===== src/rtl/core/rolling_pearson_correlation_unit_defines.svh =====
// Assertion macros for the rolling Pearson correlation unit.
`ifndef ROLLING_PEARSON_CORRELATION_UNIT_DEFINES_SVH
`define ROLLING_PEARSON_CORRELATION_UNIT_DEFINES_SVH
`ifndef SYNTHESIS
`define RPC_ASSERT_NOW(lbl, ante, cons) \
  lbl: assert property (@(posedge clk_i) disable iff (!rst_ni) (ante) |-> (cons)) \
    else $error("assertion failed");
`define RPC_ASSERT_NEXT(lbl, ante, cons) \
  lbl: assert property (@(posedge clk_i) disable iff (!rst_ni) (ante) |=> (cons)) \
    else $error("assertion failed");
`else
`define RPC_ASSERT_NOW(lbl, ante, cons)
`define RPC_ASSERT_NEXT(lbl, ante, cons)
`endif
`endif


===== src/rtl/core/rpc_pkg.sv =====
// Shared constants and types of the rolling Pearson correlation unit.
package rpc_pkg;
  localparam int SAMPLE_W   = 16;
  localparam int WIN_MAX    = 256;
  localparam int SLOT_W     = $clog2(WIN_MAX);
  localparam int WLEN_W     = 9;
  localparam int WLEN_RESET = 20;
  localparam int SUM1_W     = 24;
  localparam int SUM2_W     = 40;
  localparam int OPND_W     = 48;
  localparam int LIMB_W     = 24;
  localparam int PROD_W     = 2 * LIMB_W + 2;
  localparam int ACC_W      = 96;
  localparam int SQ_W       = 94;
  localparam int QUO_W      = 31;
  localparam int ROOT_W     = 16;
  localparam int CORR_W     = 16;

  typedef struct packed {
    logic                     start;
    logic                     load;
    logic                     neg;
    logic                     a_wide;
    logic                     b_wide;
    logic signed [OPND_W-1:0] a;
    logic signed [OPND_W-1:0] b;
    logic signed [OPND_W-1:0] init;
  } mac_req_t;

  typedef struct packed {
    logic            start;
    logic [SQ_W-1:0] den;
    logic [SQ_W-1:0] sq;
  } root_req_t;
endpackage


===== src/rtl/core/rpc_mac.sv =====
// Shared multiply-accumulate unit: one 25x25 limb product per cycle.
module rpc_mac (
  input  logic                                clk_i,
  input  logic                                rst_ni,
  input  rpc_pkg::mac_req_t                   req_i,
  output logic                                busy_o,
  output logic signed [rpc_pkg::ACC_W-1:0]    acc_o
);
  import rpc_pkg::*;

  logic                     busy_q;
  logic signed [OPND_W-1:0] a_q, b_q;
  logic                     aw_q, bw_q, neg_q;
  logic [1:0]               sel_q, sel_d;
  logic                     last;
  logic signed [ACC_W-1:0]  acc_q;
  logic signed [LIMB_W:0]   limb_a, limb_b;
  logic signed [PROD_W-1:0] prod;
  logic signed [ACC_W-1:0]  ext, shifted, term;

  always_comb begin
    limb_a = sel_q[0] ? {a_q[OPND_W-1], a_q[OPND_W-1:LIMB_W]}
                      : (aw_q ? {1'b0, a_q[LIMB_W-1:0]} : a_q[LIMB_W:0]);
    limb_b = sel_q[1] ? {b_q[OPND_W-1], b_q[OPND_W-1:LIMB_W]}
                      : (bw_q ? {1'b0, b_q[LIMB_W-1:0]} : b_q[LIMB_W:0]);
    prod = limb_a * limb_b;
    ext  = {{(ACC_W-PROD_W){prod[PROD_W-1]}}, prod};
    case (sel_q)
      2'b00:        shifted = ext;
      2'b01, 2'b10: shifted = ext << LIMB_W;
      default:      shifted = ext << (2 * LIMB_W);
    endcase
    term = neg_q ? -shifted : shifted;
    last  = 1'b0;
    sel_d = sel_q;
    if (!sel_q[0] && aw_q) begin
      sel_d = {sel_q[1], 1'b1};
    end else if (!sel_q[1] && bw_q) begin
      sel_d = 2'b10;
    end else begin
      last = 1'b1;
    end
  end

  always_ff @(posedge clk_i or negedge rst_ni) begin
    if (!rst_ni) begin
      busy_q <= 1'b0;
      sel_q  <= '0;
    end else if (req_i.start) begin
      busy_q <= 1'b1;
      sel_q  <= '0;
    end else if (busy_q) begin
      sel_q <= sel_d;
      if (last) begin
        busy_q <= 1'b0;
      end
    end
  end

  always_ff @(posedge clk_i) begin
    if (req_i.start) begin
      a_q   <= req_i.a;
      b_q   <= req_i.b;
      aw_q  <= req_i.a_wide;
      bw_q  <= req_i.b_wide;
      neg_q <= req_i.neg;
      if (req_i.load) begin
        acc_q <= {{(ACC_W-OPND_W){req_i.init[OPND_W-1]}}, req_i.init};
      end
    end else if (busy_q) begin
      acc_q <= acc_q + term;
    end
  end

  assign busy_o = busy_q;
  assign acc_o  = acc_q;
endmodule


===== config.mk =====
export PLATFORM = sky130hd
export DESIGN_NAME = rpc_mac
export DESIGN_NICKNAME = d
export VERILOG_FILES = /design/src/rtl/core/rolling_pearson_correlation_unit_defines.svh /design/src/rtl/core/rpc_pkg.sv /design/src/rtl/core/rpc_mac.sv
export SDC_FILE = /design/constraint.sdc
export NUM_CORES = 2
export LEC_CHECK = 0
export BUFFER_PORTS_ARGS = -buffer_cell sky130_fd_sc_hd__buf_2
export CORE_ASPECT_RATIO = 1.1
export CORE_MARGIN = 4
export CORE_UTILIZATION = 31
export CTS_BUF_LIST = sky130_fd_sc_hd__clkbuf_16
export CTS_CLUSTER_SIZE = 8
export DETAILED_ROUTE_END_ITERATION = 10
export PLACE_DENSITY = 0.53
export SYNTH_ARGS = -nofsm -noshare
export SYNTH_HDL_FRONTEND = slang
export SYNTH_SLANG_ARGS = --single-unit

===== constraint.sdc =====
create_clock -name clk_i -period 20.2 [get_ports clk_i]
set_clock_uncertainty 0.05 [all_clocks]
set_input_delay 4.04 -clock clk_i [delete_from_list [all_inputs] [get_ports clk_i]]
set_output_delay 4.04 -clock clk_i [all_outputs]
set_load 0.005 [all_outputs]

# Word-level counts from Yosys, hierarchy flattened
# Index checks and enable logic that the tools add are counted.
classes:
  addsub: 2
  mul: 1
  div: 0
  order_cmp: 0
  n_eq_ne: 4
  shift: 0
  n_mux: 18
  bitwise_logic: 0
  n_reduce_logical: 12
op_table:
  columns: ["op", "n"]
  rows:
  - ["2-to-1 mux 96 bit", 4]
  - ["case mux 96 bit (2 select lines)", 1]
  - ["2-to-1 mux 25 bit", 4]
  - ["adder 96 bit", 1]
  - ["negation 96 bit", 1]
  - ["multiplier 25 x 25 -> 50 bit", 1]
  - ["2-to-1 mux 2 bit", 4]
  - ["2-to-1 mux 1 bit", 5]
  - ["inequality test 2 bit (second input constant)", 2]
  - ["AND reduction 2 bit", 2]
  - ["nonzero test 2 bit", 2]
  - ["AND reduction 3 bit", 1]
  - ["nonzero test 3 bit", 1]
  - ["equality test 2 x 1 -> 1 bit (second input constant)", 1]
  - ["equality test 2 bit (second input constant)", 1]
  - ["logical AND 1 bit", 2]
  - ["zero test 1 bit", 2]
  - ["zero test 2 bit", 1]
  - ["OR reduction 2 bit", 1]
word_totals:
  register_bits: 198
  latchBits: 0
  ram_bits: 0
  rom_bits: 0
  input_bits: 151
  mem_count: 0

# Depth between registers and ports, before layout
depth:
  word_depth: 9
  depth_mapped: 51
  ltp_nobuf: 45

# Worst setup path after synthesis
# Ideal clock, no wire load.
synth_path:
  path_type: "register -> register"
  from: "register sel_q[1]"
  to: "register acc_q[92], in the netlist acc_o[92] (data pin)"
  arrival_ps: 12462
  setup_slack_ps: 7422
  stages_incl_launch_ff: 42
  period_less_slack_ps: 12778
  path_cell_list: "dfrtp_1 clkbuf_1 clkbuf_1 mux2i_1 clkbuf_1 nor2_1 fa_1 fa_1 inv_1 fa_1 inv_1 fa_1 fa_1 fa_1 fa_1 ha_1 clkbuf_1 a211oi_1 [... 6 more ...] or4_1 o21ai_0 nand2_1 xor2_1 ha_1 a21o_1 a31oi_1 o221ai_1 a21oi_1 nor2_1 a2111oi_0 o41ai_1 a21bo_2 a21boi_0 o21ai_0 a221o_1 and3_1 or3_1"
synth_between:
  elab_chain_cells: 8
synth_rtl:
  columns: ["element", "line_no", "rtl"]
  rows:
  - ["start: declaration", "rpc_mac.sv:14", "logic [1:0] sel_q, sel_d;"]
  - ["start signal: assignment", "rpc_mac.sv:53", "sel_q <= sel_d;"]
  - ["2-to-1 mux 25 bit (tied with other cells)", "rpc_mac.sv:24", "limb_b = sel_q[1] ? {b_q[OPND_W-1], b_q[OPND_W-1:LIMB_W]}"]
  - ["multiplier 25 x 25 -> 50 bit or OR reduction 2 bit (tied branches)", "rpc_mac.sv:26, rpc_mac.sv:28", null]
  - ["case mux 96 bit (2 select lines) (*)", "rpc_mac.sv:28", "case (sel_q)"]
  - ["negation 96 bit", "rpc_mac.sv:33", "term = neg_q ? -shifted : shifted;"]
  - ["2-to-1 mux 96 bit (*)", "rpc_mac.sv:33", null]
  - ["adder 96 bit (*)", "rpc_mac.sv:71", "acc_q <= acc_q + term;"]
  - ["2-to-1 mux 96 bit (*)", "rpc_mac.sv:70", "end else if (busy_q) begin"]
  - ["2-to-1 mux 96 bit (*)", "rpc_mac.sv:61", "if (req_i.start) begin"]
  - ["end signal: assignment", "rpc_mac.sv:68", "acc_q <= {{(ACC_W-OPND_W){req_i.init[OPND_W-1]}}, req_i.init};"]
  - ["end signal: assignment", "rpc_mac.sv:71", null]
  - ["end: declaration", "rpc_mac.sv:16", "logic signed [ACC_W-1:0] acc_q;"]
# Mark *: on every way between the ends. The rest lies on a longest branch, timed or not. The select of a mux whose other input is x is not followed.
# A chain may end at the register's enable or synchronous reset.

# Worst setup path in the final report
# Same ends and word-level chain as after synthesis.

==> impl_metrics.yaml <==
setup_path:
  crit_path_end_kind: "flop"
  r2r-end: "acc_o[92]$_DFFE_PP_"
  rrSetupSlack_ns: 4.83
  cpPeakStageDelay_ns: 1.08
  worstPathArrival_ns: 15.64
  worstReg2RegStart: "sel_q[1]$_DFFE_PN0P_"
  start_kind: "flop"
  worst-setup-path-type: "reg2reg"
  slowest_stage: "mux2i_2"
  worstPathRequired_ns: 20.47
  ff2ff_path_depth: 42
  path_common_cell: "fa_1"
  cp_max_fo: 44
route:
  drtIter0Drc: 2878
  drt-met1-wl_um: 63900
  top_layer: "met5"
  drc_errors: 0
  ant_nets: 0
  vias_per_cell: 5.35
  dr_wl_met2_um: 65200
  vias: 34200
  met3WireLength_um: 10100
  wl_um: 145000
  first_pass_iters: 6
  routedWlPerCell_um: 22.7
cts:
  ctsHoldBuffers: 0
  post_cts_buffers: 0
  clock_tree.buffer_depth: 2
  insertion_delay_ns: 0.58
  htreeDepth: 4
  cts.clk_slew.worst_paths_ns: 0.10
  cts_buffers: 17
  cts.sinks: 198
  cts_root_buf: "clkbuf_16"
  cts_tree: "built"
  cts_resized: 0
timing:
  period_share_pct: 76.1
  setup_tns_ns: 0
  tightest_slew_ns: 1.41
  final-setup-viol-count: 0
  max_freq_mhz: 65.1
  rsz0062_at_grt: "no"
  fin_crit_ns: 15.37
  hold_viol_final: 0
  setup_slack_ns: 4.83
  hold_slack_ns: 0.652
  relSlewSlack_pct: 4.10
  slew_violations: 0
placed_design:
  place_congestion: 0.972
  dp_slack_ns: 5.01
  io_buffers: 247
  hpwl_um: 119000
min_path:
  hold_end: "sel_q[1]$_DFFE_PN0P_"
  worstHoldPathCells: 2
  hold_class: "reg2reg"
  hold_path.startpoint: "bw_q$_DFFE_PP_"
synth:
  yosys_register_bits: 198
  synth_cells: 4601
  synth-async-reset-ratio_pct: 1.52
  synth_edf_count: 195
  synthFlopType: "edfxtp_1"
  yosysWarnings: 0
  ys_seq_area_share_pct: 14.6
  syn_area_per_cell_um2: 8.82
  synthesis.area_um2: 40600
  yosysUniqueCellTypes: 96
  synth.net_count: 5657
floorplan:
  initial_core_util_pct: 31.4
  coreArea_um2: 129000
  die_h_um: 387
  dieArea_um2: 137000
  row_count: 138
  die_x_um: 353
  pin_count: 248
cells_and_area:
  final_cell_mix: "inv_1, fa_1, nand2_1"
  final_common_cell: "inv_1"
  nets: 5765
  drive_above_1_share_pct: 9.89
  fillers: 13500
  n_antenna_cell: 0
  area_growth_pct: 8.94
job:
  drv_cap: 0
outcome:
  status: "complete, no violations"
global_routing:
  grt_pass1_vias: 35100
  antenna_found_initial: 4
  grtUsageTotal_pct: 21.3
  grt_pass1_wl_um: 222000
  grt_overflow: 0
  grt_max_degree: 92
## cell families (layout without fill, tap and decap cells)
| group | count (synthesis) | after routing | synth area share [%] |
|---|---|---|---|
| and+or+nand+nor | 1374 | 1374 | 14.8 |
| AOI/OAI and AO/OA | 917 | 917 | 14.7 |
| adders and majority gates | 905 | 905 | 40.1 |
| buffers and inverters | 886 | 1007 | 8.27 |
| xor gates and xnor gates | 218 | 218 | 4.74 |
| DFF | 198 | 198 | 14.6 |
| muxes | 103 | 103 | 2.73 |
## state kept, by name, summed over array words and instances, names as in the netlist
name and count:
a_q 48, acc_o 96, aw_q 1, b_q 48, busy_o 1, bw_q 1
neg_q 1, sel_q 2
## through the flow
stage | area, um2 | instances | util [%]
floorplan | 40600 | 4601 | -
global placement | 43600 | 6370 | 33.7
detailed placement | 43600 | 6370 | 33.7
CTS | 44200 | 6402 | 34.2
global route | 44200 | 6402 | 34.2
finish | 44200 | 6402 | 34.2
## cells in the mapped netlist (21+ instances only)
| library cell | instances | area [um2] |
|---|---|---|
| o31ai_1 | 32 | 240 |
| xnor2_1 | 140 | 1230 |
| ha_1 | 245 | 3070 |
| and3_1 | 29 | 181 |
| clkbuf_1 | 192 | 721 |
| nand4_1 | 43 | 269 |
| fa_1 | 660 | 13200 |
| edfxtp_1 | 195 | 5860 |
| a21o_1 | 89 | 668 |
| nand3_1 | 63 | 315 |
| o21ai_0 | 243 | 1220 |
| nand2b_1 | 25 | 156 |
| a31oi_1 | 31 | 194 |
| nand2_1 | 651 | 2440 |
| nor2_1 | 380 | 1430 |
| inv_1 | 668 | 2510 |
| a211oi_1 | 22 | 165 |
| and2_1 | 35 | 219 |
| o21bai_1 | 24 | 180 |
| or3_1 | 21 | 131 |
| nor3_1 | 28 | 140 |
| xor2_1 | 77 | 674 |
| mux2_2 | 54 | 608 |
| mux2i_1 | 47 | 470 |
| a21oi_1 | 225 | 1130 |
| o211ai_1 | 31 | 233 |
## worst max-delay path by stage
stage	startpoint	to	slack, ns	cells after the start
global placement	sel_q[1]$_DFFE_PN0P_	acc_o[92]$_DFFE_PP_	4.96	42
floorplan	sel_q[1]$_DFFE_PN0P_	acc_o[92]$_DFFE_PP_	7.42	41
finish	sel_q[1]$_DFFE_PN0P_	acc_o[92]$_DFFE_PP_	4.83	42
global route	sel_q[1]$_DFFE_PN0P_	acc_o[92]$_DFFE_PP_	4.05	42
CTS	sel_q[1]$_DFFE_PN0P_	acc_o[92]$_DFFE_PP_	4.94	42
detailed placement	sel_q[1]$_DFFE_PN0P_	acc_o[92]$_DFFE_PP_	5.01	42
## routing by layer
| metal | vias to the layer above | GRT usage, % |
|---|---|---|
| li1 | 15500 | - |
| met4 | 2 | 8.03 |
| met5 | - | 0 |
| met1 | 17200 | 29.3 |
| met3 | 241 | 3.93 |
| met2 | 1362 | 33.3 |
## worst max-delay path: cells and delay by family, from the launching register on
| family | cells | cell delay, ns |
|---|---|---|
| AO/OA/AOI/OAI | 14 | 3.83 |
| buffers and inverters | 6 | 1.04 |
| multiplexers | 1 | 1.08 |
| AND/OR/NAND/NOR | 10 | 2.96 |
| XOR/XNOR | 2 | 1.31 |
| flip-flops | 1 | 0.39 |
| adder cells (fa/ha/maj) | 9 | 4.41 |
## final cells by class
cell class / instances / area (um2) / area share, %
Multi-Input combinational cell: 3517 / 31400 / 71.0
Sequential cell: 198 / 5930 / 13.4
Inverter: 669 / 2510 / 5.68
Tap cell: 1680 / 2100 / 4.76
Timing Repair Buffer: 306 / 1690 / 3.82
Clock buffer: 17 / 425 / 0.963
Clock inverter: 15 / 143 / 0.323
Power is not shown: default switching activity piles up to over one toggle a cycle in this logic, so the estimate is an artifact.
