`src/rtl/core/rolling_pearson_correlation_unit_defines.svh`:
```
// Assertion macros for the rolling Pearson correlation unit.
`ifndef ROLLING_PEARSON_CORRELATION_UNIT_DEFINES_SVH
`define ROLLING_PEARSON_CORRELATION_UNIT_DEFINES_SVH
`ifndef SYNTHESIS
`define RPC_ASSERT_NOW(lbl, ante, cons) \
  lbl: assert property (@(posedge clk_i) disable iff (!rst_ni) (ante) |-> (cons)) \
    else $error("assertion failed");
`define RPC_ASSERT_NEXT(lbl, ante, cons) \
  lbl: assert property (@(posedge clk_i) disable iff (!rst_ni) (ante) |=> (cons)) \
    else $error("assertion failed");
`else
`define RPC_ASSERT_NOW(lbl, ante, cons)
`define RPC_ASSERT_NEXT(lbl, ante, cons)
`endif
`endif

```
`src/rtl/core/rpc_pkg.sv`:
```
// Shared constants and types of the rolling Pearson correlation unit.
package rpc_pkg;
  localparam int SAMPLE_W   = 16;
  localparam int WIN_MAX    = 256;
  localparam int SLOT_W     = $clog2(WIN_MAX);
  localparam int WLEN_W     = 9;
  localparam int WLEN_RESET = 20;
  localparam int SUM1_W     = 24;
  localparam int SUM2_W     = 40;
  localparam int OPND_W     = 48;
  localparam int LIMB_W     = 24;
  localparam int PROD_W     = 2 * LIMB_W + 2;
  localparam int ACC_W      = 96;
  localparam int SQ_W       = 94;
  localparam int QUO_W      = 31;
  localparam int ROOT_W     = 16;
  localparam int CORR_W     = 16;

  typedef struct packed {
    logic                     start;
    logic                     load;
    logic                     neg;
    logic                     a_wide;
    logic                     b_wide;
    logic signed [OPND_W-1:0] a;
    logic signed [OPND_W-1:0] b;
    logic signed [OPND_W-1:0] init;
  } mac_req_t;

  typedef struct packed {
    logic            start;
    logic [SQ_W-1:0] den;
    logic [SQ_W-1:0] sq;
  } root_req_t;
endpackage

```
`src/rtl/core/rpc_root.sv`:
```
// Shift-subtract unit: restoring divide, then integer square root.
module rpc_root (
  input  logic                        clk_i,
  input  logic                        rst_ni,
  input  rpc_pkg::root_req_t          req_i,
  output logic                        done_o,
  output logic [rpc_pkg::ROOT_W-1:0]  root_o
);
  import rpc_pkg::*;

  localparam logic [1:0] P_IDLE = 2'd0;
  localparam logic [1:0] P_DIV  = 2'd1;
  localparam logic [1:0] P_SQRT = 2'd2;

  logic [1:0]       phase_q;
  logic [4:0]       cnt_q;
  logic             done_q;
  logic [SQ_W-1:0]  rem_q, den_q;
  logic             lsb_q;
  logic [QUO_W-1:0] quo_q;
  logic [31:0]      num_q, res_q, bit_q;
  logic [SQ_W:0]    shl;
  logic [ACC_W-1:0] sub_a, sub_b, diff;
  logic             ge;

  always_comb begin
    shl = {rem_q, (cnt_q == '0) ? lsb_q : 1'b0};
    if (phase_q == P_SQRT) begin
      sub_a = {{(ACC_W-32){1'b0}}, num_q};
      sub_b = {{(ACC_W-32){1'b0}}, res_q | bit_q};
    end else begin
      sub_a = {{(ACC_W-SQ_W-1){1'b0}}, shl};
      sub_b = {{(ACC_W-SQ_W){1'b0}}, den_q};
    end
    diff = sub_a - sub_b;
    ge   = !diff[ACC_W-1];
  end

  always_ff @(posedge clk_i or negedge rst_ni) begin
    if (!rst_ni) begin
      phase_q <= P_IDLE;
      cnt_q   <= '0;
      done_q  <= 1'b0;
    end else begin
      done_q <= 1'b0;
      case (phase_q)
        P_IDLE: begin
          if (req_i.start) begin
            phase_q <= P_DIV;
            cnt_q   <= '0;
          end
        end
        P_DIV: begin
          if (cnt_q == 5'(QUO_W - 1)) begin
            phase_q <= P_SQRT;
            cnt_q   <= '0;
          end else begin
            cnt_q <= cnt_q + 5'd1;
          end
        end
        P_SQRT: begin
          if (cnt_q == 5'd15) begin
            phase_q <= P_IDLE;
            done_q  <= 1'b1;
          end else begin
            cnt_q <= cnt_q + 5'd1;
          end
        end
        default: phase_q <= P_IDLE;
      endcase
    end
  end

  always_ff @(posedge clk_i) begin
    case (phase_q)
      P_IDLE: begin
        if (req_i.start) begin
          den_q <= req_i.den;
          rem_q <= {1'b0, req_i.sq[SQ_W-1:1]};
          lsb_q <= req_i.sq[0];
        end
      end
      P_DIV: begin
        rem_q <= ge ? diff[SQ_W-1:0] : shl[SQ_W-1:0];
        quo_q <= {quo_q[QUO_W-2:0], ge};
        if (cnt_q == 5'(QUO_W - 1)) begin
          num_q <= {1'b0, quo_q[QUO_W-2:0], ge};
          res_q <= '0;
          bit_q <= 32'h4000_0000;
        end
      end
      P_SQRT: begin
        if (ge) begin
          num_q <= diff[31:0];
          res_q <= (res_q >> 1) | bit_q;
        end else begin
          res_q <= res_q >> 1;
        end
        bit_q <= bit_q >> 2;
      end
      default: ;
    endcase
  end

  assign done_o = done_q;
  assign root_o = res_q[ROOT_W-1:0];
endmodule

```
`config.mk`:
```
export PLATFORM = sky130hd
export DESIGN_NAME = rpc_root
export DESIGN_NICKNAME = d
export VERILOG_FILES = /design/src/rtl/core/rolling_pearson_correlation_unit_defines.svh /design/src/rtl/core/rpc_pkg.sv /design/src/rtl/core/rpc_root.sv
export SDC_FILE = /design/constraint.sdc
export NUM_CORES = 1
export LEC_CHECK = 0
export BUFFER_PORTS_ARGS = -buffer_cell sky130_fd_sc_hd__buf_2
export CORE_MARGIN = 3
export CORE_UTILIZATION = 40
export DETAILED_ROUTE_END_ITERATION = 6
export GPL_ROUTABILITY_DRIVEN = 1
export MAX_ROUTING_LAYER = met4
export PLACE_DENSITY = 0.57
export SYNTH_ARGS = -nofsm -noshare
export SYNTH_HDL_FRONTEND = slang
export SYNTH_SLANG_ARGS = --single-unit
```
`constraint.sdc`:
```
create_clock -name clk_i -period 19.2 [get_ports clk_i]
set_clock_uncertainty 0.2 [all_clocks]
set_input_delay 3.84 -clock clk_i [delete_from_list [all_inputs] [get_ports clk_i]]
set_output_delay 3.84 -clock clk_i [all_outputs]
set_load 0.005 [all_outputs]
```
Word-level counts from Yosys, hierarchy flattened

Cells that the tools add are included.

Register bits after elaboration: 323
Output and inout port bits: 17

Add/sub/neg operators: 2
Equality and inequality tests: 9
Multiplexer cells: 24
Bitwise gates (word level): 2
Reduce and logical (&&, ||, !) cells: 12

Operators by type and width:

| cell                  | count |
|---|---|
| $mux W94              | 3 |
| $pmux W32 S2          | 3 |
| $pmux W94 S2          | 1 |
| $mux W32              | 5 |
| $sub A96 B96 Y96      | 1 |
| $mux W95              | 1 |
| $or A31 B32 Y32       | 1 |
| $or A32 B32 Y32       | 1 |
| $mux W5               | 3 |
| $pmux W5 S3           | 1 |
| $reduce_and A3 Y1     | 3 |
| $ne A2 B2 Y1 const B  | 4 |
| $mux W2               | 3 |
| $pmux W2 S3           | 1 |
| $reduce_and A2 Y1     | 3 |
| $add A5 B1 Y5 const B | 1 |
| $eq A5 B4 Y1 const B  | 1 |
| $eq A5 B5 Y1 const B  | 1 |
| $logic_not A5 Y1      | 1 |
| $reduce_bool A2 Y1    | 2 |
| $mux W1               | 3 |
| $reduce_bool A3 Y1    | 1 |
| $eq A2 B1 Y1 const B  | 1 |
| $eq A2 B2 Y1 const B  | 1 |
| other kinds (3)       | 3 |

Longest topological paths before layout

Gate-level depths: netlist (run 1).

Word-level depth: 7
Depth in mapped cells: 24

Least setup slack after synthesis (run 1)

OpenSTA, ideal clock, no wires.

Path kind: input port to flip-flop
From: in req_i[188] (netlist name)
To: reg rem_q[0] (enable)
Library setup time: 0.451 ns
Data arrival time: 9.926 ns
Required time: 18.549 ns
Slack: 8.623 ns
Stages: 3
Path buffers: 0
Cells stage by stage: inv_1 > nor2_1 > a21o_1

Cells in the longest elaborated chain, start to end: 2

RTL lines:

| what                        | line           | RTL |
|---|---|---|
| from (decl)                 | rpc_root.sv:5  | `input rpc_pkg::root_req_t req_i,` |
| $ne A2 B2 Y1 (no line)      | -              |  |
| $reduce_and A2 Y1 (no line) | -              |  |
| to (signal assigned)        | rpc_root.sv:79 | `rem_q <= {1'b0, req_i.sq[SQ_W-1:1]};` |
| to (signal assigned)        | rpc_root.sv:84 | `rem_q <= ge ? diff[SQ_W-1:0] : shl[SQ_W-1:0];` |
| to (decl)                   | rpc_root.sv:18 | `logic [SQ_W-1:0] rem_q, den_q;` |

No other way between the ends.
A chain may end at the register's enable or synchronous reset.

Final worst setup path (run 1)

From: reg phase_q[0]
To: reg rem_q[46] (data pin)

Cells in the longest elaborated chain, start to end: 5
Elaborated cells between the ends (all ways): 8
Classes of those cells: add/sub (1); eq/ne (2); mux (4); reduce/logical (1)

RTL lines:

| what                                 | line           | RTL |
|---|---|---|
| from (decl)                          | rpc_root.sv:15 | `logic [1:0] phase_q;` |
| from (signal assigned)               | rpc_root.sv:41 | `phase_q <= P_IDLE;` |
| from (signal assigned)               | rpc_root.sv:49 | `phase_q <= P_DIV;` |
| from (signal assigned)               | rpc_root.sv:55 | `phase_q <= P_SQRT;` |
| $eq A2 B2 Y1                         | rpc_root.sv:28 | `if (phase_q == P_SQRT) begin` |
| $mux W95 or $mux W94 (tied branches) | rpc_root.sv:28 |  |
| $sub A96 B96 Y96                     | rpc_root.sv:35 | `diff = sub_a - sub_b;` |
| $mux W94                             | rpc_root.sv:84 |  |
| $pmux W94 S2 *                       | rpc_root.sv:75 | `case (phase_q)` |

Mark *: on every way between the ends. The rest lies on a longest branch, timed or not.

==> results of run 1 <==
## placed cells by master (no fill, tap or decap), types with 51 or more instances in the layout
cell type | Yosys | layout
sky130_fd_sc_hd__a21oi_1 | 186 | 185
sky130_fd_sc_hd__nor2_1 | 179 | 178
sky130_fd_sc_hd__buf_2 | 39 | 207
sky130_fd_sc_hd__a31oi_1 | 80 | 80
sky130_fd_sc_hd__ha_1 | 102 | 100
sky130_fd_sc_hd__xnor2_1 | 51 | 51
sky130_fd_sc_hd__edfxtp_1 | 298 | 298
sky130_fd_sc_hd__mux2_2 | 61 | 61
sky130_fd_sc_hd__o21ai_0 | 108 | 108
sky130_fd_sc_hd__nand2_1 | 309 | 309
sky130_fd_sc_hd__nor2b_1 | 75 | 75
## final cells by class
class	count	area, µm²	area share, %
inverters	47	177.7	0.7908
clock buffers	45	934.6	4.160
well taps	664	830.8	3.698
multi-input cells	1606	10060	44.76
flip-flops and latches	306	9149	40.72
repair buffers	221	1141	5.079
clock inverters	21	178.9	0.7963
## path summary, 6_finish.rpt
check / slack (ns) / to / start
min in group asynchronous: 2.94 / cnt_q[2] / rst_ni
worst max register to register: 11.25 / rem_q[46] / phase_q[0]
worst max-delay path: 11.25 / rem_q[46] / phase_q[0]
worst min register to register: 0.24 / quo_q[3] / quo_q[2]
max in group asynchronous: 15.70 / cnt_q[1] / rst_ni
worst min-delay path: 0.24 / quo_q[3] / quo_q[2]
## registers in the layout (all words and copies together), names as in the netlist
signal,flops
quo_q,30
rem_q,94
phase_q,2
done_o,1
den_q,94
res_q,31
cnt_q,5
bit_q,16
lsb_q,1
num_q,32
## layer usage
metal	GRT usage, %	routed length (µm)
met5	-	0
met4	6.941	1595
met3	2.475	2533
met2	38.28	29240
met1	30.56	27250
## cells by family (layout without fill, tap and decap cells)
group	Yosys count	after routing	share of synthesized area (%)
simple gates	784	784	18.36
compound gates	562	562	17.37
flops	306	306	45.77
buf+inv	191	334	4.244
fa+ha+maj	103	103	6.485
mux	81	81	4.438
xor+xnor	76	76	3.330
## synth_stat cells (45+ instances only)
cell	count
sky130_fd_sc_hd__nor2b_1	75
sky130_fd_sc_hd__nor2_1	179
sky130_fd_sc_hd__o21ai_0	108
sky130_fd_sc_hd__edfxtp_1	298
sky130_fd_sc_hd__a31oi_1	80
sky130_fd_sc_hd__inv_1	46
sky130_fd_sc_hd__nand2_1	309
sky130_fd_sc_hd__a21oi_1	186
sky130_fd_sc_hd__nand4_1	45
sky130_fd_sc_hd__mux2_2	61
sky130_fd_sc_hd__xnor2_1	51
sky130_fd_sc_hd__ha_1	102
sky130_fd_sc_hd__clkbuf_1	84
## power by group
part | internal [mW] | leakage, nW | switching [mW] | total [mW]
clock network | 0.376 | 0.539 | 0.284 | 0.660
logic | 0.169 | 5.24 | 0.302 | 0.471
registers | 0.771 | 2.85 | 0.0122 | 0.783
## worst max-delay path, stage by stage, from the launching register on
cell                       delay, ns
sky130_fd_sc_hd__dfrtp_1        0.43
sky130_fd_sc_hd__inv_1          0.16
sky130_fd_sc_hd__ha_4           0.79
sky130_fd_sc_hd__inv_2          0.55
sky130_fd_sc_hd__buf_4          0.51
sky130_fd_sc_hd__or3_1          0.45
sky130_fd_sc_hd__o21ai_0        0.08
sky130_fd_sc_hd__ha_1           0.31
sky130_fd_sc_hd__a21oi_1        0.16
sky130_fd_sc_hd__o21ai_1        0.10
sky130_fd_sc_hd__a311oi_1       0.36
sky130_fd_sc_hd__o21ai_0        0.24
sky130_fd_sc_hd__nor4bb_2       0.47
sky130_fd_sc_hd__o41ai_2        0.18
sky130_fd_sc_hd__o21ai_1        0.14
sky130_fd_sc_hd__and2_4         0.47
sky130_fd_sc_hd__clkinv_2       0.53
sky130_fd_sc_hd__buf_4          0.59
sky130_fd_sc_hd__nand2_1        0.47
sky130_fd_sc_hd__nor4_1         0.13
sky130_fd_sc_hd__a211o_1        0.24
==> metrics.txt, run 1 <==
# TYPE chip_impl_metric gauge
chip_impl_info{name="status",value="finished clean"} 1
chip_impl_metric{name="timing.critical_path.required",unit="ns"} 19.29
chip_impl_metric{name="gpl.final_weighted_congestion",unit=""} 0.9465
chip_impl_metric{name="timing.final.setup_violations",unit=""} 0
chip_impl_metric{name="cts.clk_slew.worst_paths",unit="ns"} 0.06
chip_impl_metric{name="async_reset_ff_share",unit="%"} 2.614
chip_impl_info{name="worst-setup-path-type",value="reg2reg"} 1
chip_impl_metric{name="maximum_number_of_pins_on_one_net_before_global_route_repair",unit=""} 84
chip_impl_metric{name="timing.critical_path.arrival",unit="ns"} 8.04
chip_impl_metric{name="detailroute.via_count",unit=""} 16320
chip_impl_metric{name="clock-sinks",unit=""} 306
chip_impl_metric{name="post-place-cells",unit=""} 2844
chip_impl_metric{name="worstHoldPathCells",unit=""} 0
chip_impl_metric{name="numCtsBuffers",unit=""} 36
chip_impl_metric{name="drive_gt1_share",unit="%"} 15.49
chip_impl_metric{name="io_buffers",unit=""} 207
chip_impl_metric{name="pre_cts_ws",unit="ns"} 11.26
chip_impl_metric{name="totalPowerFinal",unit="mW"} 1.915
chip_impl_info{name="cts-root-buf",value="sky130_fd_sc_hd__clkbuf_16"} 1
chip_impl_metric{name="core-area",unit="µm²"} 49150
chip_impl_metric{name="dp_hpwl",unit="µm"} 44850
chip_impl_metric{name="average_instance_area_after_synthesis",unit="µm²"} 9.504
chip_impl_metric{name="firstDrtPassIters",unit=""} 5
chip_impl_info{name="rsz0062_at_grt",value="no"} 1
chip_impl_info{name="critPathCaptureType",value="flip-flop"} 1
chip_impl_metric{name="synth_fp_nets",unit=""} 2397
chip_impl_metric{name="drv_slew",unit=""} 0
chip_impl_metric{name="synth-edff-count",unit=""} 298
chip_impl_metric{name="cts-root-to-sink-buffers",unit=""} 3
chip_impl_metric{name="dieHeight",unit="µm"} 229.5
chip_impl_metric{name="synth_sequential_area_ratio",unit="%"} 45.77
chip_impl_metric{name="first_global_vias",unit=""} 16500
chip_impl_metric{name="design_area",unit="µm²"} 22470
chip_impl_metric{name="die_area",unit="µm²"} 52690
chip_impl_metric{name="finalHoldWorstSlack",unit="ns"} 0.2434
chip_impl_metric{name="detail_route.drc_violations",unit=""} 0
chip_impl_metric{name="std_cell_rows",unit=""} 81
chip_impl_metric{name="slew_headroom",unit="%"} 31.80
chip_impl_metric{name="upper_clock_frequency_limit",unit="MHz"} 125.8
chip_impl_metric{name="final_period_minus_worst_setup_slack",unit="ns"} 7.951
chip_impl_metric{name="placedInstanceArea",unit="µm²"} 21350
chip_impl_metric{name="peak_supply_drop",unit="mV"} 0.06656
chip_impl_metric{name="worstMarginPinSlew",unit="ns"} 1.023
chip_impl_metric{name="gr-total-overflow",unit=""} 0
chip_impl_metric{name="num-nets-final",unit=""} 2512
chip_impl_metric{name="groute.usage.overall",unit="%"} 23.30
chip_impl_info{name="critPathLaunchType",value="flip-flop"} 1
chip_impl_metric{name="gate_count_of_the_mapped_netlist",unit=""} 2103
chip_impl_metric{name="htree_num_levels",unit=""} 2
chip_impl_metric{name="routed_wirelength",unit="µm"} 60620
chip_impl_metric{name="cts_hold_buffers",unit=""} 0
chip_impl_metric{name="max-cap-violations",unit=""} 0
chip_impl_metric{name="synth_top_area_share",unit="%"} 44.77
chip_impl_metric{name="detail_route.vias_per_cell",unit=""} 5.607
chip_impl_metric{name="post_cts_buffers",unit=""} 0
chip_impl_metric{name="drt_iter0_drc",unit=""} 1345
chip_impl_metric{name="initial_antenna_violation_count",unit=""} 0
chip_impl_info{name="worstHoldPathType",value="reg2reg"} 1
chip_impl_metric{name="clkLatencyLatePin",unit="ns"} 0.57
chip_impl_metric{name="stdcell_count",unit=""} 2910
chip_impl_metric{name="layout_setup_ws",unit="ns"} 11.25
chip_impl_info{name="synth_ff_type",value="sky130_fd_sc_hd__edfxtp_1"} 1
chip_impl_metric{name="reg2reg_depth",unit=""} 20
chip_impl_metric{name="antennaDiodeCount",unit=""} 0
chip_impl_metric{name="wl_per_cell",unit="µm"} 20.83
chip_impl_metric{name="timing.critical_path.fanout_max",unit=""} 83
chip_impl_metric{name="postLayoutCoreUtil",unit="%"} 45.71
chip_impl_metric{name="netlist_area",unit="µm²"} 19990
chip_impl_metric{name="floorplan.die.width",unit="µm"} 229.5
chip_impl_metric{name="synth.yosys.warnings",unit=""} 0
chip_impl_metric{name="pwr_dens",unit="nW/µm²"} 85.22
chip_impl_info{name="netlist_top_cells_area",value="sky130_fd_sc_hd__edfxtp_1 (45%), sky130_fd_sc_hd__ha_1 (6.4%), sky130_fd_sc_hd__nand2_1 (5.8%), sky130_fd_sc_hd__a21oi_1 (4.7%), sky130_fd_sc_hd__mux2_2 (3.4%)"} 1
chip_impl_metric{name="initial_core_util",unit="%"} 40.66
chip_impl_metric{name="min_period_over_period",unit="%"} 41.41
chip_impl_metric{name="synth_cell_types",unit=""} 74
chip_impl_metric{name="postRouteAntennaNets",unit=""} 0
chip_impl_metric{name="num-fill-cells",unit=""} 4798
chip_impl_metric{name="final-hold-violation-count",unit=""} 0
chip_impl_metric{name="fin_setup_tns",unit="ns"} 0
chip_impl_metric{name="ys_seq_elements",unit=""} 306
chip_impl_metric{name="cell_leakage_power",unit="nW"} 8.634
chip_impl_metric{name="cts_resized",unit=""} 0
chip_impl_metric{name="ioPinCount",unit=""} 208
chip_impl_metric{name="area_growth_syn_to_layout",unit="%"} 12.41
chip_impl_metric{name="global_route_wire_length_before_repair",unit="µm"} 94740
chip_impl_info{name="cts_tree",value="built"} 1
chip_impl_info{name="synthDominantAreaCellType",value="sky130_fd_sc_hd__edfxtp_1"} 1
No activity file was read; power rests on OpenSTA's default activity.
==> inputs of run 2 (changes only) <==
--- a/config.mk
+++ b/config.mk
@@ -5,13 +5,14 @@
 export SDC_FILE = /design/constraint.sdc
 export NUM_CORES = 1
 export LEC_CHECK = 0
+export ABC_AREA = 1
 export BUFFER_PORTS_ARGS = -buffer_cell sky130_fd_sc_hd__buf_2
 export CORE_MARGIN = 3
 export CORE_UTILIZATION = 40
 export DETAILED_ROUTE_END_ITERATION = 6
 export GPL_ROUTABILITY_DRIVEN = 1
 export MAX_ROUTING_LAYER = met4
-export PLACE_DENSITY = 0.57
+export PLACE_DENSITY = 0.58
 export SYNTH_ARGS = -nofsm -noshare
 export SYNTH_HDL_FRONTEND = slang
 export SYNTH_SLANG_ARGS = --single-unit
==> constraint.sdc (replaced) <==
create_clock -name clk_i -period 6.75 [get_ports clk_i]
set_clock_uncertainty 0.2 [all_clocks]
set_input_delay 1.35 -clock clk_i [delete_from_list [all_inputs] [get_ports clk_i]]
set_output_delay 1.35 -clock clk_i [all_outputs]
set_load 0.005 [all_outputs]
==> run 2 against run 1 <==
Utilization about the same. Via count is 37% higher. Cell area is 19% higher. Flip-flop and latch count did not move. First-iteration DRC count is 59% higher. Sequential share of layout area shrank 6.4 points.
==> metrics.txt, run 2 <==
# TYPE chip_impl_metric gauge
chip_impl_info{name="ys_top_cells_by_count",value="sky130_fd_sc_hd__nand2_1 (1564), sky130_fd_sc_hd__inv_1 (739), sky130_fd_sc_hd__nor2_1 (311)"} 1
chip_impl_info{name="netlist_top_cells_area",value="sky130_fd_sc_hd__edfxtp_1 (38%), sky130_fd_sc_hd__nand2_1 (25%), sky130_fd_sc_hd__inv_1 (12%), sky130_fd_sc_hd__ha_1 (5.4%), sky130_fd_sc_hd__nor2_1 (4.9%)"} 1
chip_impl_info{name="layout_commonest_cell",value="sky130_fd_sc_hd__nand2_1"} 1
chip_impl_metric{name="routed_wirelength",unit="µm"} 85090
chip_impl_metric{name="clkLatencyLatePin",unit="ns"} 0.56
chip_impl_metric{name="synth.yosys.warnings",unit=""} 0
chip_impl_metric{name="placedInstanceArea",unit="µm²"} 25450
chip_impl_metric{name="reg2reg_depth",unit=""} 20
chip_impl_metric{name="core-area",unit="µm²"} 58250
chip_impl_metric{name="firstDrtPassIters",unit=""} 6
chip_impl_metric{name="std_cell_rows",unit=""} 88
chip_impl_info{name="worstHoldPathType",value="reg2reg"} 1
chip_impl_metric{name="synth-edff-count",unit=""} 298
chip_impl_metric{name="drv_slew",unit=""} 0
chip_impl_metric{name="cts_resized",unit=""} 0
chip_impl_metric{name="fin_setup_tns",unit="ns"} 0
chip_impl_metric{name="synth_cell_types",unit=""} 37
chip_impl_metric{name="detail_route.vias_per_cell",unit=""} 4.869
chip_impl_metric{name="async_reset_ff_share",unit="%"} 2.614
chip_impl_info{name="cts-root-buf",value="sky130_fd_sc_hd__clkbuf_16"} 1
chip_impl_metric{name="first_global_vias",unit=""} 21070
chip_impl_info{name="critPathLaunchType",value="flip-flop"} 1
chip_impl_metric{name="drt_iter0_drc",unit=""} 2142
chip_impl_info{name="highest_layer",value="met4"} 1
chip_impl_info{name="most-common-layout-cells",value="sky130_fd_sc_hd__nand2_1 (1564), sky130_fd_sc_hd__inv_1 (738), sky130_fd_sc_hd__nor2_1 (311), sky130_fd_sc_hd__edfxtp_1 (298), sky130_fd_sc_hd__buf_2 (207)"} 1
chip_impl_metric{name="numCtsBuffers",unit=""} 37
chip_impl_info{name="top_regs",value="den_q x94, rem_q x94, num_q x32"} 1
chip_impl_info{name="synth_ff_type",value="sky130_fd_sc_hd__edfxtp_1"} 1
chip_impl_metric{name="htree_num_levels",unit=""} 2
chip_impl_metric{name="synth_adder_area_share",unit="%"} 5.451
chip_impl_metric{name="slew_headroom",unit="%"} 45.21
chip_impl_metric{name="synth-simple-area-share",unit="%"} 36.07
chip_impl_metric{name="max-cap-violations",unit=""} 0
chip_impl_metric{name="synth_xor_xnor_area_share",unit="%"} 1.289
chip_impl_metric{name="met1Wirelength",unit="µm"} 42600
chip_impl_info{name="largest_family_of_logic_cells_by_synthesized_area",value="simple AND/OR/NAND/NOR gates"} 1
chip_impl_metric{name="maximum_number_of_pins_on_one_net_before_global_route_repair",unit=""} 158
chip_impl_metric{name="synth_fp_nets",unit=""} 3945
chip_impl_metric{name="groute.usage.overall",unit="%"} 27.47
chip_impl_metric{name="clock-sinks",unit=""} 306
chip_impl_info{name="synthDominantAreaCellType",value="sky130_fd_sc_hd__edfxtp_1"} 1
chip_impl_metric{name="area_growth_syn_to_layout",unit="%"} 12.02
chip_impl_metric{name="global_route_wire_length_before_repair",unit="µm"} 127800
chip_impl_metric{name="met3RoutedLength",unit="µm"} 5816
chip_impl_metric{name="floorplan.die.width",unit="µm"} 249.8
chip_impl_metric{name="min_period_over_period",unit="%"} 77.63
chip_impl_metric{name="initial_core_util",unit="%"} 40.83
chip_impl_metric{name="timing.critical_path.fanout_max",unit=""} 100
chip_impl_metric{name="initial_antenna_violation_count",unit=""} 2
chip_impl_metric{name="num-nets-final",unit=""} 4105
chip_impl_info{name="rsz0062_at_grt",value="no"} 1
chip_impl_metric{name="worstMarginPinSlew",unit="ns"} 0.8218
chip_impl_metric{name="dp_hpwl",unit="µm"} 68240
chip_impl_metric{name="drive_gt1_share",unit="%"} 8.101
chip_impl_metric{name="design_area",unit="µm²"} 26640
chip_impl_metric{name="synth_sequential_area_ratio",unit="%"} 38.47
chip_impl_metric{name="final-hold-violation-count",unit=""} 0
chip_impl_metric{name="synth_top_area_share",unit="%"} 37.63
chip_impl_metric{name="detailroute.via_count",unit=""} 22430
chip_impl_metric{name="dieHeight",unit="µm"} 249.8
chip_impl_info{name="status",value="finished clean"} 1
chip_impl_metric{name="timing.critical_path.arrival",unit="ns"} 5.24
chip_impl_metric{name="detail_route.drc_violations",unit=""} 0
chip_impl_metric{name="average_instance_area_after_synthesis",unit="µm²"} 6.514
chip_impl_metric{name="postRouteAntennaNets",unit=""} 0
chip_impl_metric{name="timing.final.setup_violations",unit=""} 0
chip_impl_metric{name="die_area",unit="µm²"} 62420
chip_impl_metric{name="ys_seq_elements",unit=""} 306
chip_impl_metric{name="cts-root-to-sink-buffers",unit=""} 3
chip_impl_metric{name="timing.critical_path.required",unit="ns"} 6.75
chip_impl_metric{name="post_cts_buffers",unit=""} 0
chip_impl_metric{name="netlist_area",unit="µm²"} 23780
chip_impl_metric{name="synthesized_area_fraction_occupied_by_ao_oa_aoi_and_oai_cells",unit="%"} 4.577
chip_impl_info{name="worst-setup-path-type",value="reg2reg"} 1
chip_impl_metric{name="cts_hold_buffers",unit=""} 0
chip_impl_metric{name="final_period_minus_worst_setup_slack",unit="ns"} 5.240
chip_impl_metric{name="upper_clock_frequency_limit",unit="MHz"} 190.8
chip_impl_metric{name="worstHoldPathCells",unit=""} 0
chip_impl_metric{name="io_buffers",unit=""} 207
chip_impl_metric{name="post_synth_mux_area_share",unit="%"} 0
chip_impl_metric{name="gpl.final_weighted_congestion",unit=""} 1.054
chip_impl_info{name="cts_tree",value="built"} 1
chip_impl_metric{name="num-fill-cells",unit=""} 6315
chip_impl_info{name="critPathCaptureType",value="flip-flop"} 1
chip_impl_metric{name="wl_per_cell",unit="µm"} 18.47
chip_impl_metric{name="cts.clk_slew.worst_paths",unit="ns"} 0.06
chip_impl_info{name="yosysMostFrequentCell",value="sky130_fd_sc_hd__nand2_1"} 1
chip_impl_metric{name="gate_count_of_the_mapped_netlist",unit=""} 3651
chip_impl_metric{name="ioPinCount",unit=""} 208
chip_impl_metric{name="met2_length",unit="µm"} 34300
chip_impl_metric{name="gr-total-overflow",unit=""} 0
## run 2: path summary, 6_finish.rpt
path,startpoint,endpoint,slack (ns)
worst max-delay path,phase_q[0],num_q[0],1.51
worst min-delay path,quo_q[2],quo_q[3],0.24
worst max register to register,phase_q[0],num_q[0],1.51
worst min register to register,quo_q[2],quo_q[3],0.24
max in group asynchronous,rst_ni,cnt_q[1],5.73
min in group asynchronous,rst_ni,cnt_q[0],0.44
## run 2: kinds of logic after synthesis
family / Yosys count
xor gates and xnor gates: 35
and+or+nand+nor: 2155
adders and majority gates: 103
DFF: 306
buffers and inverters: 851
AOI/OAI and AO/OA: 201
## run 2: routing by layer
| layer | GRT usage (%) | vias to the layer above |
|---|---|---|
| met5 | - | - |
| met4 | 7.493 | 0 |
| met3 | 5.085 | 114 |
| met2 | 37.82 | 668 |
| met1 | 40.88 | 10170 |
| li1 | - | 11480 |
## run 2: through the flow
stage,util (%),hold slack [ns],std cells,worst slack (ns)
floorplan,-,0.2268,3651,1.798
global placement,43.70,0.2309,4537,1.577
detailed placement,43.70,0.2325,4537,1.550
CTS,45.73,0.2441,4604,1.526
global route,45.74,0.2494,4606,1.191
finish,45.74,0.2421,4606,1.510
## run 2: worst max-delay path: stages (launching register included)
cell and delay (ns):
sky130_fd_sc_hd__dfrtp_1 0.44, sky130_fd_sc_hd__inv_1 0.12, sky130_fd_sc_hd__ha_4 0.20, sky130_fd_sc_hd__inv_6 0.57
sky130_fd_sc_hd__buf_12 0.32, sky130_fd_sc_hd__a211oi_1 0.13, sky130_fd_sc_hd__ha_1 0.38, sky130_fd_sc_hd__nand2_1 0.15
sky130_fd_sc_hd__nor2_1 0.31, sky130_fd_sc_hd__nand2_1 0.12, sky130_fd_sc_hd__inv_1 0.13, sky130_fd_sc_hd__nand2_1 0.08
sky130_fd_sc_hd__inv_1 0.06, sky130_fd_sc_hd__nand2_1 0.05, sky130_fd_sc_hd__nand2_1 0.18, sky130_fd_sc_hd__nand2_1 0.07
sky130_fd_sc_hd__buf_4 0.26, sky130_fd_sc_hd__nand3_4 0.18, sky130_fd_sc_hd__o21ai_1 0.07, sky130_fd_sc_hd__inv_1 0.28
sky130_fd_sc_hd__buf_4 0.45
## run 2: layout make-up
| cell class | instances | area (µm²) | area share [%] |
|---|---|---|---|
| Timing Repair Buffer | 224 | 1214 | 4.556 |
| Multi-Input combinational cell | 2494 | 11320 | 42.49 |
| Antenna cell | 2 | 5.005 | 0.01879 |
| Inverter | 748 | 2816 | 10.57 |
| Sequential cell | 306 | 9149 | 34.34 |
| Clock inverter | 25 | 214.0 | 0.8032 |
| Tap cell | 765 | 957.2 | 3.593 |
| Clock buffer | 42 | 965.9 | 3.626 |
Power of run 2 is left out: the tool's default activity adds up to more than one toggle a clock period on the data nets, which glitch-free logic cannot reach.
==> inputs of run 3 (changes only) <==
--- a/config.mk
+++ b/config.mk
@@ -5,14 +5,14 @@
 export SDC_FILE = /design/constraint.sdc
 export NUM_CORES = 1
 export LEC_CHECK = 0
-export ABC_AREA = 1
+export ABC_AREA = 0
 export BUFFER_PORTS_ARGS = -buffer_cell sky130_fd_sc_hd__buf_2
 export CORE_MARGIN = 3
 export CORE_UTILIZATION = 40
 export DETAILED_ROUTE_END_ITERATION = 6
 export GPL_ROUTABILITY_DRIVEN = 1
 export MAX_ROUTING_LAYER = met4
-export PLACE_DENSITY = 0.58
+export PLACE_DENSITY = 0.57
 export SYNTH_ARGS = -nofsm -noshare
 export SYNTH_HDL_FRONTEND = slang
 export SYNTH_SLANG_ARGS = --single-unit
==> constraint.sdc (replaced) <==
create_clock -name clk_i -period 5.2 [get_ports clk_i]
set_clock_uncertainty 0.2 [all_clocks]
set_input_delay 1.04 -clock clk_i [delete_from_list [all_inputs] [get_ports clk_i]]
set_output_delay 1.04 -clock clk_i [all_outputs]
set_load 0.005 [all_outputs]
==> run 3 against run 2 <==
Utilization rose by 1.7 points. Sequential share of layout area rose by 4.9 points. Via count fell by 25%. Global-route usage down 3.9 points. Worst setup slack got worse by 1.4 ns. First-iteration DRC count down 42%. Routed wire length fell by 27%. Fmax is 3.4% higher. Final cell count shrank 35%. Worst hold slack got worse by 0.12 ns.
==> metrics.txt, run 3 (synthesis results as in run 1) <==
# TYPE chip_impl_metric gauge
chip_impl_metric{name="clock-sinks",unit=""} 306
chip_impl_metric{name="first_global_vias",unit=""} 16620
chip_impl_metric{name="wl_per_cell",unit="µm"} 20.81
chip_impl_metric{name="maximum_number_of_pins_on_one_net_before_global_route_repair",unit=""} 207
chip_impl_metric{name="area_growth_syn_to_layout",unit="%"} 16.76
chip_impl_metric{name="clkLatencyLatePin",unit="ns"} 0.58
chip_impl_metric{name="drt_iter0_drc",unit=""} 1244
chip_impl_metric{name="global_route_wire_length_before_repair",unit="µm"} 95620
chip_impl_metric{name="timing.critical_path.fanout_max",unit=""} 46
chip_impl_info{name="top_regs",value="den_q x94, rem_q x94, num_q x32"} 1
chip_impl_metric{name="dieHeight",unit="µm"} 229.5
chip_impl_metric{name="gpl.final_weighted_congestion",unit=""} 0.9758
chip_impl_metric{name="die_area",unit="µm²"} 52690
chip_impl_metric{name="slew_headroom",unit="%"} 25.11
chip_impl_metric{name="cts.clk_slew.worst_paths",unit="ns"} 0.06
chip_impl_metric{name="gr-total-overflow",unit=""} 0
chip_impl_metric{name="min_period_over_period",unit="%"} 97.41
chip_impl_info{name="cp_cell_sequence",value="inv_2 > ha_4 > clkinv_2 > buf_12 > or3_1 > o21ai_0 > ha_1 > nand4_1 > or3_1 > a211o_1 > a211oi_2 > a211oi_4 > o31a_1 > o2111ai_1 > and3_1 > nor2_1 > mux2i_1 > a211o_1"} 1
chip_impl_info{name="most-common-layout-cells",value="sky130_fd_sc_hd__nand2_1 (309), sky130_fd_sc_hd__edfxtp_1 (298), sky130_fd_sc_hd__buf_2 (207), sky130_fd_sc_hd__a21oi_1 (185), sky130_fd_sc_hd__nor2_1 (178)"} 1
chip_impl_metric{name="drive_gt1_share",unit="%"} 18.87
chip_impl_metric{name="pwr_dens",unit="nW/µm²"} 313.2
chip_impl_info{name="layout_commonest_cell",value="sky130_fd_sc_hd__nand2_1"} 1
chip_impl_metric{name="cell_leakage_power",unit="nW"} 9.072
chip_impl_metric{name="numCtsBuffers",unit=""} 37
chip_impl_metric{name="ioPinCount",unit=""} 208
chip_impl_metric{name="cts-root-to-sink-buffers",unit=""} 3
chip_impl_metric{name="routed_wirelength",unit="µm"} 62050
chip_impl_metric{name="max-cap-violations",unit=""} 0
chip_impl_metric{name="stdcell_count",unit=""} 2981
chip_impl_info{name="cts_tree",value="built"} 1
chip_impl_metric{name="dp_hpwl",unit="µm"} 45960
chip_impl_metric{name="detail_route.vias_per_cell",unit=""} 5.623
chip_impl_metric{name="layout_setup_ws",unit="ns"} 0.1348
chip_impl_metric{name="pre_cts_ws",unit="ns"} 0.05304
chip_impl_metric{name="initial_antenna_violation_count",unit=""} 1
chip_impl_metric{name="htree_num_levels",unit=""} 2
chip_impl_metric{name="timing.critical_path.required",unit="ns"} 5.31
chip_impl_metric{name="post-place-cells",unit=""} 2913
chip_impl_metric{name="firstDrtPassIters",unit=""} 6
chip_impl_metric{name="worstMarginPinSlew",unit="ns"} 1.117
chip_impl_metric{name="initial_core_util",unit="%"} 40.66
chip_impl_metric{name="timing.final.setup_violations",unit=""} 0
chip_impl_metric{name="final-hold-violation-count",unit=""} 0
chip_impl_metric{name="drv_slew",unit=""} 0
chip_impl_metric{name="num-fill-cells",unit=""} 4721
chip_impl_metric{name="final_period_minus_worst_setup_slack",unit="ns"} 5.065
chip_impl_metric{name="upper_clock_frequency_limit",unit="MHz"} 197.4
chip_impl_metric{name="peak_supply_drop",unit="mV"} 0.2512
chip_impl_metric{name="detail_route.drc_violations",unit=""} 0
chip_impl_info{name="worst-setup-path-type",value="reg2reg"} 1
chip_impl_info{name="worstHoldPathType",value="in2async"} 1
chip_impl_metric{name="detailroute.via_count",unit=""} 16760
chip_impl_metric{name="groute.usage.overall",unit="%"} 23.53
chip_impl_info{name="critPathLaunchType",value="flip-flop"} 1
chip_impl_metric{name="slowest_delay",unit="ns"} 0.43
chip_impl_info{name="rsz0062_at_grt",value="yes"} 1
chip_impl_info{name="status",value="finished clean"} 1
chip_impl_info{name="cts-root-buf",value="sky130_fd_sc_hd__clkbuf_16"} 1
chip_impl_metric{name="core-area",unit="µm²"} 49150
chip_impl_metric{name="io_buffers",unit=""} 207
chip_impl_metric{name="num-nets-final",unit=""} 2584
chip_impl_metric{name="postRouteAntennaNets",unit=""} 0
chip_impl_metric{name="cts_hold_buffers",unit=""} 0
chip_impl_metric{name="floorplan.die.width",unit="µm"} 229.5
chip_impl_info{name="critical-path-slowest-cell",value="sky130_fd_sc_hd__dfrtp_1"} 1
chip_impl_metric{name="timing.critical_path.arrival",unit="ns"} 5.17
chip_impl_metric{name="std_cell_rows",unit=""} 81
chip_impl_info{name="critPathCaptureType",value="flip-flop"} 1
[run 3: cell types whose count changed in the layout (fill, tap and decap cells not counted), sizes merged, moves of 61 or more]
cell   change
a21oi    +125
buf       +67
mux2      +61
nor2b     +76
nand3    -145
nand2   -1258
nor2     -143
a31oi     +80
inv      -702
[run 3: worst paths after layout]
kind / start / endpoint / slack, ns / cells after the start
setup reg to reg: phase_q[0] / rem_q[90] / 0.13 / 18
hold / removal: rst_ni / cnt_q[3] / 0.12 / 1
setup / recovery: phase_q[0] / rem_q[90] / 0.13 / 18
min in group clk_i: quo_q[17] / quo_q[18] / 0.24 / 0
hold reg to reg: quo_q[17] / quo_q[18] / 0.24 / 0
max in group asynchronous: rst_ni / cnt_q[0] / 4.51 / 1
[run 3: metal layers]
metal	global-route usage (%)	vias up	wire, µm
met5	-	-	0
met4	4.314	0	990
met3	3.346	63	3808
met2	35.31	537	27350
met1	34.24	8093	29890
li1	-	8068	-
[run 3: stage by stage]
stage	cell area, µm²	hold slack [ns]	total power [mW]	utilization [%]	setup TNS [ns]
after floorplan	20310	0.2222	4.191	-	0
after global placement	22140	0.2274	4.785	45.04	0
after detailed placement	22140	0.2314	4.789	45.04	0
after CTS	23290	0.09109	7.353	47.39	0
after global routing	23340	0.09708	7.664	47.48	-0.1083
final	23340	0.1196	7.310	47.48	0
[run 3: worst max-delay path, delay by kind of cell (launching register included)]
family	cells	cell delay (ns)
buffers and inverters	3	0.43
adders and majority gates	2	0.49
DFF	1	0.43
AOI/OAI and AO/OA	7	1.85
and+or+nand+nor	5	1.27
muxes	1	0.12
[run 3: cell type report]
type                    instances  area, µm²  share of cell area, %
diodes                          1      2.502                0.01072
clock buffers                  43      948.4                  4.064
clock inverters                22      206.4                 0.8846
inverters                      47      178.9                 0.7667
multi-input cells            1607      10230                  43.83
flip-flops and latches        306       9149                  39.20
well taps                     664      830.8                  3.560
repair buffers                291       1792                  7.677
[run 3: report_power, final]
part / switching (mW) / total, mW / internal, mW / leakage, nW
sequential: 0.0422 / 2.89 / 2.85 / 2.85
clock: 1.09 / 2.55 / 1.46 / 0.564
combinational: 1.16 / 1.87 / 0.714 / 5.66
[run 3: what timing repair did]
| item | CTS | global route |
|---|---|---|
| endpoints found under the setup margin | 0 | 46 |
| setup buffers | 0 | 1 |
| gates resized for setup | 0 | 6 |
